[config.mk]
export PLATFORM = sky130hd
export DESIGN_NAME = segment_reassembly_engine
export DESIGN_NICKNAME = d
export VERILOG_FILES = /design/src/design/sre_pkg.sv /design/src/design/segment_reassembly_engine.sv
export VERILOG_INCLUDE_DIRS = /design/src /design/src/design
export SDC_FILE = /design/constraint.sdc
export NUM_CORES = 2
export LEC_CHECK = 0
export ABC_AREA = 1
export BUFFER_PORTS_ARGS = -buffer_cell sky130_fd_sc_hd__buf_2
export CAP_MARGIN = 20
export CORE_ASPECT_RATIO = 1.25
export CORE_MARGIN = 3
export CORE_UTILIZATION = 54
export CTS_BUF_LIST = sky130_fd_sc_hd__clkbuf_8
export DETAILED_ROUTE_END_ITERATION = 8
export PLACE_DENSITY = 0.74
export SLEW_MARGIN = 15
export SYNTH_ARGS = -nofsm -noshare
export SYNTH_HDL_FRONTEND = slang
export SYNTH_SLANG_ARGS = --single-unit
[constraint.sdc]
create_clock -name i_clk -period 24.9 [get_ports i_clk]
set_input_delay 4.98 -clock i_clk [delete_from_list [all_inputs] [get_ports i_clk]]
set_output_delay 4.98 -clock i_clk [all_outputs]
set_load 0.02 [all_outputs]
[src/design/segment_reassembly_engine_assert.svh]
// assertion macros for the segment reassembly engine
`ifndef SEGMENT_REASSEMBLY_ENGINE_ASSERT_SVH
`define SEGMENT_REASSEMBLY_ENGINE_ASSERT_SVH

// condition that must hold at every clock edge out of reset
`define SRE_ASSERT_ALWAYS(label, cond, msg) \
    label: assert property (@(posedge i_clk) disable iff (!i_rst_n) (cond)) \
        else $error(msg);

// antecedent implies consequent in the same cycle
`define SRE_ASSERT_IMPL(label, ante, cons, msg) \
    label: assert property (@(posedge i_clk) disable iff (!i_rst_n) (ante) |-> (cons)) \
        else $error(msg);

// antecedent implies consequent in the next cycle
`define SRE_ASSERT_NEXT(label, ante, cons, msg) \
    label: assert property (@(posedge i_clk) disable iff (!i_rst_n) (ante) |=> (cons)) \
        else $error(msg);

`endif

[src/design/sre_pkg.sv]
// package of types and constants for the segment reassembly engine
package sre_pkg;

    localparam int MAX_SEGMENTS = 1024;
    localparam int HEADER_BYTES = 7;

    localparam int MAP_IDX_W = (MAX_SEGMENTS > 1) ? $clog2(MAX_SEGMENTS) : 1;
    localparam int COUNT_W   = $clog2(MAX_SEGMENTS + 1);
    localparam int POS_W     = 17;
    localparam int ADDR_W    = 26;

    localparam logic [POS_W-1:0] POS_MAX     = {POS_W{1'b1}};
    localparam logic [POS_W-1:0] POS_SEG_HI  = POS_W'(1);
    localparam logic [POS_W-1:0] POS_SEG_LO  = POS_W'(2);
    localparam logic [POS_W-1:0] POS_TOT_HI  = POS_W'(3);
    localparam logic [POS_W-1:0] POS_TOT_LO  = POS_W'(4);
    localparam logic [POS_W-1:0] POS_SIZE_HI = POS_W'(5);
    localparam logic [POS_W-1:0] POS_SIZE_LO = POS_W'(HEADER_BYTES - 1);
    localparam logic [POS_W-1:0] POS_PAYLOAD = POS_W'(HEADER_BYTES);

    typedef struct packed {
        logic [7:0] data_byte;
        logic       frame_start;
    } t_in_word;

    typedef struct packed {
        logic              write_valid;
        logic [ADDR_W-1:0] write_addr;
        logic [7:0]        write_data;
        logic              header_seen;
        logic [15:0]       total_segments;
        logic [3:0]        format_code;
        logic              complete;
        logic              bad_segment;
    } t_out_word;

endpackage

[src/design/segment_reassembly_engine.sv]
// top level of the segment reassembly engine: header parse, received map, write output
// One byte word is taken per clock and each gives exactly one result word, so the block
// sustains one byte per cycle into a registered two-entry output queue; input ready drops
// only when that queue is full or the bitmap is being cleared. The received-segment bitmap
// lives in a 1024 x 1 synchronous RAM with one write port, read continuously at the index
// of the segment number latched from header bytes 1-2, so the lookup is ready by header
// byte 6, where the bit is tested and set. After reset a clearing pass zeroes the bitmap,
// one entry per cycle, during which no byte is accepted; stream id writes are taken at
// any time. The segment base address (segment-1)*size is formed once per frame at header
// byte 6 by one 16x16 multiply, and each payload byte adds its offset to that base.
module segment_reassembly_engine (
    input  logic              i_clk,
    input  logic              i_rst_n,
    input  logic              i_cfg_we,
    input  logic [3:0]        i_cfg_data,
    input  logic              i_in_valid,
    output logic              o_in_ready,
    input  sre_pkg::t_in_word i_in_word,
    output logic              o_out_valid,
    input  logic              i_out_ready,
    output sre_pkg::t_out_word o_out_word
);

    // configured stream id
    logic [3:0] r_stream;

    // frame parse state
    logic [sre_pkg::POS_W-1:0]   r_pos,     n_pos;
    logic                        r_match,   n_match;
    logic                        r_acc,     n_acc;
    logic [15:0]                 r_cur,     n_cur;
    logic [15:0]                 r_size,    n_size;
    logic [15:0]                 r_total,   n_total;
    logic [3:0]                  r_format,  n_format;
    logic                        r_started, n_started;
    logic [sre_pkg::COUNT_W-1:0] r_count,   n_count;
    logic [sre_pkg::ADDR_W-1:0]  r_base,    n_base;

    // bitmap ram and its clearing pass
    logic                          mem_map [sre_pkg::MAX_SEGMENTS];
    logic                          r_map_q;
    logic                          r_clr_busy;
    logic [sre_pkg::MAP_IDX_W-1:0] r_clr_idx;
    logic [sre_pkg::MAP_IDX_W-1:0] map_idx;
    logic                          map_we;

    // output queue
    sre_pkg::t_out_word r_q0, r_q1;
    logic [1:0]         r_qcnt;
    sre_pkg::t_out_word res;

    logic                      in_acc, out_pop;
    logic [15:0]               seg_m1;
    logic [31:0]               base_prod;
    logic [sre_pkg::POS_W-1:0] pay_off;
    logic                      bad;

    assign o_in_ready  = !r_clr_busy && (r_qcnt != 2'd2);
    assign in_acc      = i_in_valid && o_in_ready;
    assign o_out_valid = (r_qcnt != 2'd0);
    assign out_pop     = o_out_valid && i_out_ready;
    assign o_out_word  = r_q0;

    // map index follows the latched segment number; out-of-range numbers are flagged
    // bad before the bit is used
    assign seg_m1    = r_cur - 16'd1;
    assign map_idx   = seg_m1[sre_pkg::MAP_IDX_W-1:0];

    always_comb begin
        n_pos     = r_pos;
        n_match   = r_match;
        n_acc     = r_acc;
        n_cur     = r_cur;
        n_size    = r_size;
        n_total   = r_total;
        n_format  = r_format;
        n_started = r_started;
        n_count   = r_count;
        n_base    = r_base;
        map_we    = 1'b0;
        bad       = 1'b0;
        base_prod = 32'd0;
        pay_off   = '0;
        res       = '0;

        if (in_acc) begin
            if (i_in_word.frame_start) begin
                n_pos = '0;
            end else if (r_pos == sre_pkg::POS_MAX) begin
                n_pos = sre_pkg::POS_MAX;
            end else begin
                n_pos = r_pos + sre_pkg::POS_W'(1);
            end
            pay_off = n_pos - sre_pkg::POS_PAYLOAD;

            if (n_pos == '0) begin
                // byte 0: stream id and format
                n_match = (i_in_word.data_byte[7:4] == r_stream);
                n_acc   = 1'b0;
                if (n_match && !r_started) begin
                    n_format = i_in_word.data_byte[3:0];
                end
            end else if (r_match) begin
                if (n_pos == sre_pkg::POS_SEG_HI) begin
                    n_cur = {i_in_word.data_byte, 8'd0};
                end else if (n_pos == sre_pkg::POS_SEG_LO) begin
                    n_cur = {r_cur[15:8], i_in_word.data_byte};
                end else if (n_pos == sre_pkg::POS_TOT_HI) begin
                    if (!r_started) n_total = {i_in_word.data_byte, 8'd0};
                end else if (n_pos == sre_pkg::POS_TOT_LO) begin
                    if (!r_started) n_total = {r_total[15:8], i_in_word.data_byte};
                end else if (n_pos == sre_pkg::POS_SIZE_HI) begin
                    if (!r_started) n_size = {i_in_word.data_byte, 8'd0};
                end else if (n_pos == sre_pkg::POS_SIZE_LO) begin
                    // last header byte: latch once, then test and set the map bit
                    if (!r_started) begin
                        n_size    = {r_size[15:8], i_in_word.data_byte};
                        n_started = 1'b1;
                        n_count   = '0;
                    end
                    base_prod = {16'd0, seg_m1} * {16'd0, n_size};
                    n_base    = base_prod[sre_pkg::ADDR_W-1:0];
                    if ((r_cur == 16'd0) || (r_cur > r_total) ||
                        (r_cur > 16'(sre_pkg::MAX_SEGMENTS))) begin
                        bad   = 1'b1;
                        n_acc = 1'b0;
                    end else if (r_map_q) begin
                        // duplicate segment
                        n_acc = 1'b0;
                    end else begin
                        map_we  = 1'b1;
                        n_count = n_count + sre_pkg::COUNT_W'(1);
                        n_acc   = 1'b1;
                    end
                end else if (r_acc) begin
                    if (pay_off < {1'b0, r_size}) begin
                        res.write_valid = 1'b1;
                        res.write_data  = i_in_word.data_byte;
                        res.write_addr  = r_base +
                            sre_pkg::ADDR_W'(pay_off);
                    end
                end
            end

            res.header_seen    = n_started;
            res.total_segments = n_started ? n_total : 16'd0;
            res.format_code    = n_started ? n_format : 4'd0;
            res.complete       = n_started &&
                                 ({{(16 - sre_pkg::COUNT_W){1'b0}}, n_count} == n_total);
            res.bad_segment    = bad;
        end
    end

    always_ff @(posedge i_clk) begin
        if (!i_rst_n) begin
            r_stream   <= 4'd1;
            r_pos      <= '0;
            r_match    <= 1'b0;
            r_acc      <= 1'b0;
            r_cur      <= '0;
            r_size     <= '0;
            r_total    <= '0;
            r_format   <= '0;
            r_started  <= 1'b0;
            r_count    <= '0;
            r_base     <= '0;
            r_clr_busy <= 1'b1;
            r_clr_idx  <= '0;
        end else begin
            if (i_cfg_we) r_stream <= i_cfg_data;
            r_pos     <= n_pos;
            r_match   <= n_match;
            r_acc     <= n_acc;
            r_cur     <= n_cur;
            r_size    <= n_size;
            r_total   <= n_total;
            r_format  <= n_format;
            r_started <= n_started;
            r_count   <= n_count;
            r_base    <= n_base;
            // clearing sweep over the bitmap after reset
            if (r_clr_busy) begin
                r_clr_idx <= r_clr_idx + sre_pkg::MAP_IDX_W'(1);
                if (r_clr_idx == sre_pkg::MAP_IDX_W'(sre_pkg::MAX_SEGMENTS - 1)) begin
                    r_clr_busy <= 1'b0;
                end
            end
        end
    end

    // bitmap ram: one write port, registered read at the latched segment
    always_ff @(posedge i_clk) begin
        if (r_clr_busy) begin
            mem_map[r_clr_idx] <= 1'b0;
        end else if (map_we) begin
            mem_map[map_idx] <= 1'b1;
        end
        r_map_q <= mem_map[map_idx];
    end

    // two-entry output queue
    always_ff @(posedge i_clk) begin
        if (!i_rst_n) begin
            r_qcnt <= 2'd0;
        end else begin
            case ({in_acc, out_pop})
                2'b10:   r_qcnt <= r_qcnt + 2'd1;
                2'b01:   r_qcnt <= r_qcnt - 2'd1;
                default: r_qcnt <= r_qcnt;
            endcase
        end
    end

    always_ff @(posedge i_clk) begin
        case ({in_acc, out_pop})
            2'b10: begin
                if (r_qcnt == 2'd0) r_q0 <= res;
                else                r_q1 <= res;
            end
            2'b01: begin
                r_q0 <= r_q1;
            end
            2'b11: begin
                if (r_qcnt == 2'd1) begin
                    r_q0 <= res;
                end else begin
                    r_q0 <= r_q1;
                    r_q1 <= res;
                end
            end
            default: begin
                r_q0 <= r_q0;
            end
        endcase
    end

    `include "segment_reassembly_engine_assert.svh"

    `SRE_ASSERT_IMPL(a_no_accept_in_clear, r_clr_busy, !in_acc, "byte taken during map clear")
    `SRE_ASSERT_ALWAYS(a_count_bound, r_count <= sre_pkg::COUNT_W'(sre_pkg::MAX_SEGMENTS), "count overflow")
    `SRE_ASSERT_IMPL(a_write_after_header, o_out_valid && o_out_word.write_valid, o_out_word.header_seen, "early write")
    `SRE_ASSERT_NEXT(a_map_set_counts, map_we && !r_clr_busy, r_count == $past(n_count), "map set without count")

endmodule

Yosys cells after proc, flatten, opt, wreduce, memory -nomap -nowiden
Memories as Yosys holds them, arrays and structs flattened. A register that Yosys moved wholly into a read port is not among the register bits.
Cells that the tools add are included.

storage, ports and cells
  register bits after elaboration = 242
  bits in writable memories = 1024
  bits of input ports = 18
  output and inout port bits = 60
  memories kept = 1

cells by class
  $add $sub $neg = 8
  $mul = 1
  $lt $le $gt $ge = 3
  equal/unequal tests = 24
  multiplexer cells = 117
  bitwise logic cells = 6
  reductions and logical operators = 29

memories
  name     depth  width  read ports  clocked after Yosys merged registers in  write ports  RTL line                         RTL
  mem_map  1024   1      1           1                                        1            segment_reassembly_engine.sv:40  logic mem_map [sre_pkg::MAX_SEGMENTS];

operators with widths
  operator                                                                 number
  35-bit 2-to-1 mux                                                        10
  16-bit 2-to-1 mux                                                        21
  58-bit 2-to-1 mux                                                        5
  11-bit 2-to-1 mux                                                        21
  58-bit case mux with 3 select lines                                      1
  58-bit case mux with 2 select lines                                      1
  17-bit by 3-bit == test with 1-bit output (second input constant)        3
  17-bit 2-to-1 mux                                                        3
  1-bit 2-to-1 mux                                                         46
  17-bit by 2-bit == test with 1-bit output (second input constant)        2
  8-bit 2-to-1 mux                                                         4
  26-bit by 17-bit adder with 26-bit output                                1
  16-bit by 16-bit multiplier with 26-bit output                           1
  2-bit != test (second input constant)                                    10
  9-bit AND reduction                                                      2
  17-bit by 1-bit adder with 17-bit output (second input constant)         1
  17-bit by 1-bit == test with 1-bit output (second input constant)        1
  17-bit == test (second input constant)                                   1
  17-bit logical NOT                                                       1
  17-bit by 16-bit < comparator with 1-bit output                          1
  17-bit by 3-bit subtractor with 17-bit output (second input constant)    1
  11-bit by 16-bit == test with 1-bit output                               1
  16-bit by 11-bit > comparator with 1-bit output (second input constant)  1
  16-bit > comparator                                                      1
  25 further kinds                                                         48

Depth between registers and ports, before layout
  depth after elaboration = 31
  mapped depth = 39
  gate-level depth less buffers = 34

Worst setup path after synthesis
OpenSTA, ideal clock, no wires.

  path kind = in2reg
  start point = in i_in_word[0] (netlist bit)
  end point = mem mem_map[0], data pin
  arrival time = 17695 ps
  data required time = 22420 ps
  slack = 4725 ps
  cell stages on the path = 15
  cells stage by stage = inv_1 clkbuf_1 o21ai_0 inv_1 ha_1 nand2_1 inv_1 nand2_1 nor2_1 nand3_2 nor2_4 inv_2 nor2_4 nand2_2 inv_1

between the ends
  cells in the longest elaborated chain, start to end = 17

RTL lines
  item                                       RTL line                          RTL
  from (decl)                                segment_reassembly_engine.sv:18   input sre_pkg::t_in_word i_in_word,
  17-bit 2-to-1 mux *                        segment_reassembly_engine.sv:87   if (i_in_word.frame_start) begin
  17-bit 2-to-1 mux *                        segment_reassembly_engine.sv:86   if (in_acc) begin
  17-bit by 3-bit == test with 1-bit output  segment_reassembly_engine.sv:114  end else if (n_pos == sre_pkg::POS_SIZE_LO) begin
  1-bit 2-to-1 mux                           segment_reassembly_engine.sv:114
  1-bit 2-to-1 mux                           segment_reassembly_engine.sv:112  end else if (n_pos == sre_pkg::POS_SIZE_HI) begin
  1-bit 2-to-1 mux                           segment_reassembly_engine.sv:110  end else if (n_pos == sre_pkg::POS_TOT_LO) begin
  1-bit 2-to-1 mux                           segment_reassembly_engine.sv:108  end else if (n_pos == sre_pkg::POS_TOT_HI) begin
  1-bit 2-to-1 mux                           segment_reassembly_engine.sv:106  end else if (n_pos == sre_pkg::POS_SEG_LO) begin
  1-bit 2-to-1 mux                           segment_reassembly_engine.sv:104  if (n_pos == sre_pkg::POS_SEG_HI) begin
  1-bit 2-to-1 mux                           segment_reassembly_engine.sv:103  end else if (r_match) begin
  1-bit 2-to-1 mux *                         segment_reassembly_engine.sv:96   if (n_pos == '0) begin
  1-bit 2-to-1 mux *                         segment_reassembly_engine.sv:86
  1-bit 2-to-1 mux *                         segment_reassembly_engine.sv:195  end else if (map_we) begin
  1-bit 2-to-1 mux *                         segment_reassembly_engine.sv:193  if (r_clr_busy) begin
  1-bit 2-to-1 mux (not written as such) *   segment_reassembly_engine.sv:196  mem_map[map_idx] <= 1'b1;
  1-bit OR reduction (no line) *             --
  1-bit 2-to-1 mux (no line) *               --
  to (decl)                                  segment_reassembly_engine.sv:40

Mark *: on every way between the ends. The rest lies on a longest branch, timed or not. The select of a mux whose other input is x is not followed.

Worst setup path after layout
  start point = in i_in_word[4] (netlist bit)
  end point = reg r_base[25] (netlist bit)

between the ends
  cells in the longest elaborated chain, start to end = 11

RTL lines
  item                                            RTL line                          RTL
  8-bit 2-to-1 mux                                segment_reassembly_engine.sv:116  if (!r_started) begin
  16-bit 2-to-1 mux                               segment_reassembly_engine.sv:114
  16-bit 2-to-1 mux                               segment_reassembly_engine.sv:112
  16-bit 2-to-1 mux                               segment_reassembly_engine.sv:110
  16-bit 2-to-1 mux                               segment_reassembly_engine.sv:108
  16-bit 2-to-1 mux                               segment_reassembly_engine.sv:106
  16-bit 2-to-1 mux                               segment_reassembly_engine.sv:104
  16-bit 2-to-1 mux                               segment_reassembly_engine.sv:103
  16-bit 2-to-1 mux                               segment_reassembly_engine.sv:96
  16-bit 2-to-1 mux                               segment_reassembly_engine.sv:86
  16-bit by 16-bit multiplier with 26-bit output  segment_reassembly_engine.sv:121  base_prod = {16'd0, seg_m1} * {16'd0, n_size};
  to (signal assigned)                            segment_reassembly_engine.sv:180  r_base <= n_base;
  to (decl)                                       segment_reassembly_engine.sv:37   logic [sre_pkg::ADDR_W-1:0] r_base, n_base;

No other way between the ends. The select of a mux whose other input is x is not followed.
A chain may end at the register's enable or synchronous reset.

==> results.sh <==
export IMPL_area_growth_pct=7.76
export IMPL_post_synth_inst_count=6889
export IMPL_cts_tree="yes"
export IMPL_layout_setup_ws_ns=14.22
export IMPL_finalWeightedCongestion=0.925
export IMPL_drv_slew=0
export IMPL_rsz0062_at_grt="no"
export IMPL_cts_htree_levels=4
export IMPL_antenna_found_initial=4
export IMPL_grt_max_degree=300
export IMPL_slew_headroom=0.182
export IMPL_cp_end_kind="register"
export IMPL_post_place_ws_ns=13.39
export IMPL_netlist_area_mm2=0.0661
export IMPL_cts_root_buf="clkbuf_8"
export IMPL_fin_crit_sh=0.429
export IMPL_ys_seq_elements=1267
export IMPL_critPathLaunchType="input pin"
export IMPL_ff2ff_path_depth=26
export IMPL_drt_iter0_markers=6755
export IMPL_numCtsBuffers=193
export IMPL_grt_usage=0.291
export IMPL_cp_required_ns=25.72
export IMPL_fp_dieW_um=319
export IMPL_overflow=0
export IMPL_cts_sinks=1267
export IMPL_clk_pin_slew_ns=0.06
export IMPL_critPathMaxStageDelay_ns=0.67
export IMPL_num_rows=142
export IMPL_fin_crit_ns=10.68
export IMPL_antenna_left=0
export IMPL_setup_tns_ns=0
export IMPL_initial_utilization=0.548
export IMPL_drt_total_wl_mm=188
export IMPL_critPathMaxFanout=9
export IMPL_min_delay_path_depth=2
export IMPL_num_io_pins=78
export IMPL_drc=0
export IMPL_crit_slowest_cell="a21oi_1"
export IMPL_die_h_um=397
export IMPL_clockBufferDepth=3
export IMPL_grt_pass1_vias=49350
export IMPL_n_fill_cell=10045
export IMPL_grt_pass1_wl_mm=283
export IMPL_synth_nets=7230
export IMPL_post_route_cells_drive_above_1_share=0.0770
export IMPL_crit_arrival_ns=11.51
export IMPL_drt_wirelength_per_cell_um=22.3
export IMPL_ys_types=54
export IMPL_dieArea_mm2=0.127
export IMPL_vias_per_cell=6.11
export IMPL_maxCapViolations=0
export IMPL_yosysSeqAreaShare=0.556
export IMPL_hold_viol=0
export IMPL_nets=7074
export IMPL_finalClockSkew_ns=0.0424
export IMPL_dp_hpwl_mm=106
export IMPL_numPortBuffers=77
export IMPL_critPathMostFrequentCell="fa_1"
export IMPL_clk_latency_ns=0.94
export IMPL_postCtsSetupBuffers=0
export IMPL_worstMarginPinSlew_ns=1.21
export IMPL_status="finished, final reports clean"
export IMPL_setup_viol=0
export IMPL_synth_avg_cell_area_um2=9.59
export IMPL_hp_class="reg -> reg"
export IMPL_num_vias=51718
export IMPL_ir_drop_mv=0.0835
export IMPL_drt_first_pass_iters=8
export IMPL_core_mm2=0.121
export IMPL_ctsResizeCount=0
export IMPL_p_leak_uw=0.0240
export IMPL_fmax_mhz=93.6
export IMPL_hold_buffers=0
export IMPL_crit_type="in -> reg"
export IMPL_power_density_mw_per_mm2=66.5
export IMPL_yosys_warnings=0
[metal layers]
layer | vias up | share of wire | GRT usage
li1 | 23152 | - | -
met1 | 24969 | 0.35 | 0.345
met2 | 2891 | 0.48 | 0.495
met3 | 704 | 0.10 | 0.0527
met4 | 2 | 0.065 | 0.176
met5 | - | 0.000058 | 0
[flip-flops by register name, summed over array words and instances, names as in the netlist, 11 cells and up]
register	flops
mem_map	1024
o_out_word	58
r_q1	58
r_base	26
r_pos	17
r_cur	16
r_size	16
r_total	16
r_count	11
[per-stage QoR]
step | std cells | total power [uW] | util | hold slack, ns | cell area [um2]
finish | 8470 | 4740 | 0.590 | 0.469 | 71200
global route | 8468 | 4940 | 0.590 | 0.488 | 71200
CTS | 8450 | 4750 | 0.588 | 0.466 | 70900
detailed placement | 8106 | 3130 | 0.558 | 0.456 | 67300
global placement | 8106 | 3120 | 0.558 | 0.452 | 67300
floorplan | 6889 | 2960 | - | 0.445 | 66100
[worst paths after layout]
path	start	end	slack (ns)
setup / recovery	i_in_word[4]	r_base[25]$_SDFFE_PN0P_	14.22
hold / removal	r_format[1]$_SDFFE_PN0P_	r_format[1]$_SDFFE_PN0P_	0.47
setup reg to reg	r_cur[0]$_SDFFE_PN0P_	r_base[25]$_SDFFE_PN0P_	16.19
hold reg to reg	r_format[1]$_SDFFE_PN0P_	r_format[1]$_SDFFE_PN0P_	0.47
[cell families (layout without fill, tap and decap cells)]
kind of cell | Yosys count | after routing | share of synthesized area
AO/OA/AOI/OAI | 1371 | 1371 | 0.122
XOR/XNOR | 73 | 73 | 0.00967
adder cells (fa/ha/maj) | 323 | 323 | 0.0818
buffers and inverters | 1010 | 1003 | 0.0592
flip-flops | 1267 | 1267 | 0.556
other | 0 | 4 | 0
AND/OR/NAND/NOR | 2845 | 2845 | 0.170
[critical path: cells and delay by family]
| kind | cells | cell delay (ns) |
|---|---|---|
| and+or+nand+nor | 6 | 0.59 |
| buffers and inverters | 7 | 1.01 |
| AOI/OAI and AO/OA | 6 | 1.61 |
| xor gates and xnor gates | 1 | 0.13 |
| adders and majority gates | 7 | 3.17 |
[final cells by class]
cell class	count	area, um2	area share
antenna	4	10.0	0.000141
tap	1584	1980	0.0278
timing repair buffer	164	1260	0.0176
clock buffer	200	2750	0.0387
inverter	495	1880	0.0264
clock inverter	144	827	0.0116
multi-input combinational	4612	25700	0.361
sequential	1267	36800	0.516
[layout by cell type, fill, tap and decap left out, types with 18 or more instances in the layout]
cell	n
o211ai_1	42
buf_4	66
nand2_1	673
nand3_2	23
edfxtp_1	1140
o21ai_0	728
ha_1	140
buf_2	77
or2_2	20
clkbuf_8	200
nor3_1	34
nand4_1	29
o22ai_1	106
clkinv_1	56
nand3_1	163
clkinv_2	18
a21oi_1	212
xnor2_1	32
xor2_1	41
fa_1	182
a211oi_1	33
nor2_1	1843
o221ai_1	153
inv_1	529
dfxtp_1	126
[where the power goes]
group | internal, uW | total (uW) | switching, uW
logic | 321 | 792 | 471
clock network | 811 | 1640 | 834
registers | 2300 | 2300 | 2.73
total | 3430 | 4740 | 1310
[Yosys cell counts (all sizes together)]
library cell | number | share of area
a211oi | 33 | 0.0037
o21a | 2 | 0.00023
clkinv | 11 | 0.00064
inv | 484 | 0.027
o311ai | 15 | 0.0020
o21bai | 4 | 0.00045
ha | 141 | 0.027
o22ai | 106 | 0.010
buf | 133 | 0.0094
edfxtp | 1140 | 0.52
nand2 | 683 | 0.039
xor2 | 41 | 0.0054
xnor2 | 32 | 0.0042
o221ai | 153 | 0.020
nand4 | 29 | 0.0027
a31oi | 8 | 0.00076
o211ai | 42 | 0.0048
o2111ai | 10 | 0.0013
and3 | 1 | 0.000095
clkbuf | 382 | 0.022
or2 | 20 | 0.0019
and2 | 2 | 0.00019
o31ai | 11 | 0.0012
nor4 | 2 | 0.00019
o21ai | 738 | 0.056
nor3 | 35 | 0.0027
a21boi | 1 | 0.00011
o221a | 12 | 0.0020
a22o | 13 | 0.0017
a21oi | 213 | 0.016
nand3 | 200 | 0.015
nor3b | 1 | 0.00011
dfxtp | 127 | 0.038
a21o | 4 | 0.00045
a22oi | 5 | 0.00057
nor2 | 1865 | 0.11
fa | 182 | 0.055
or4 | 1 | 0.00011
nand3b | 6 | 0.00068
a221oi | 1 | 0.00013
No activity file was read; power rests on OpenSTA's default activity.
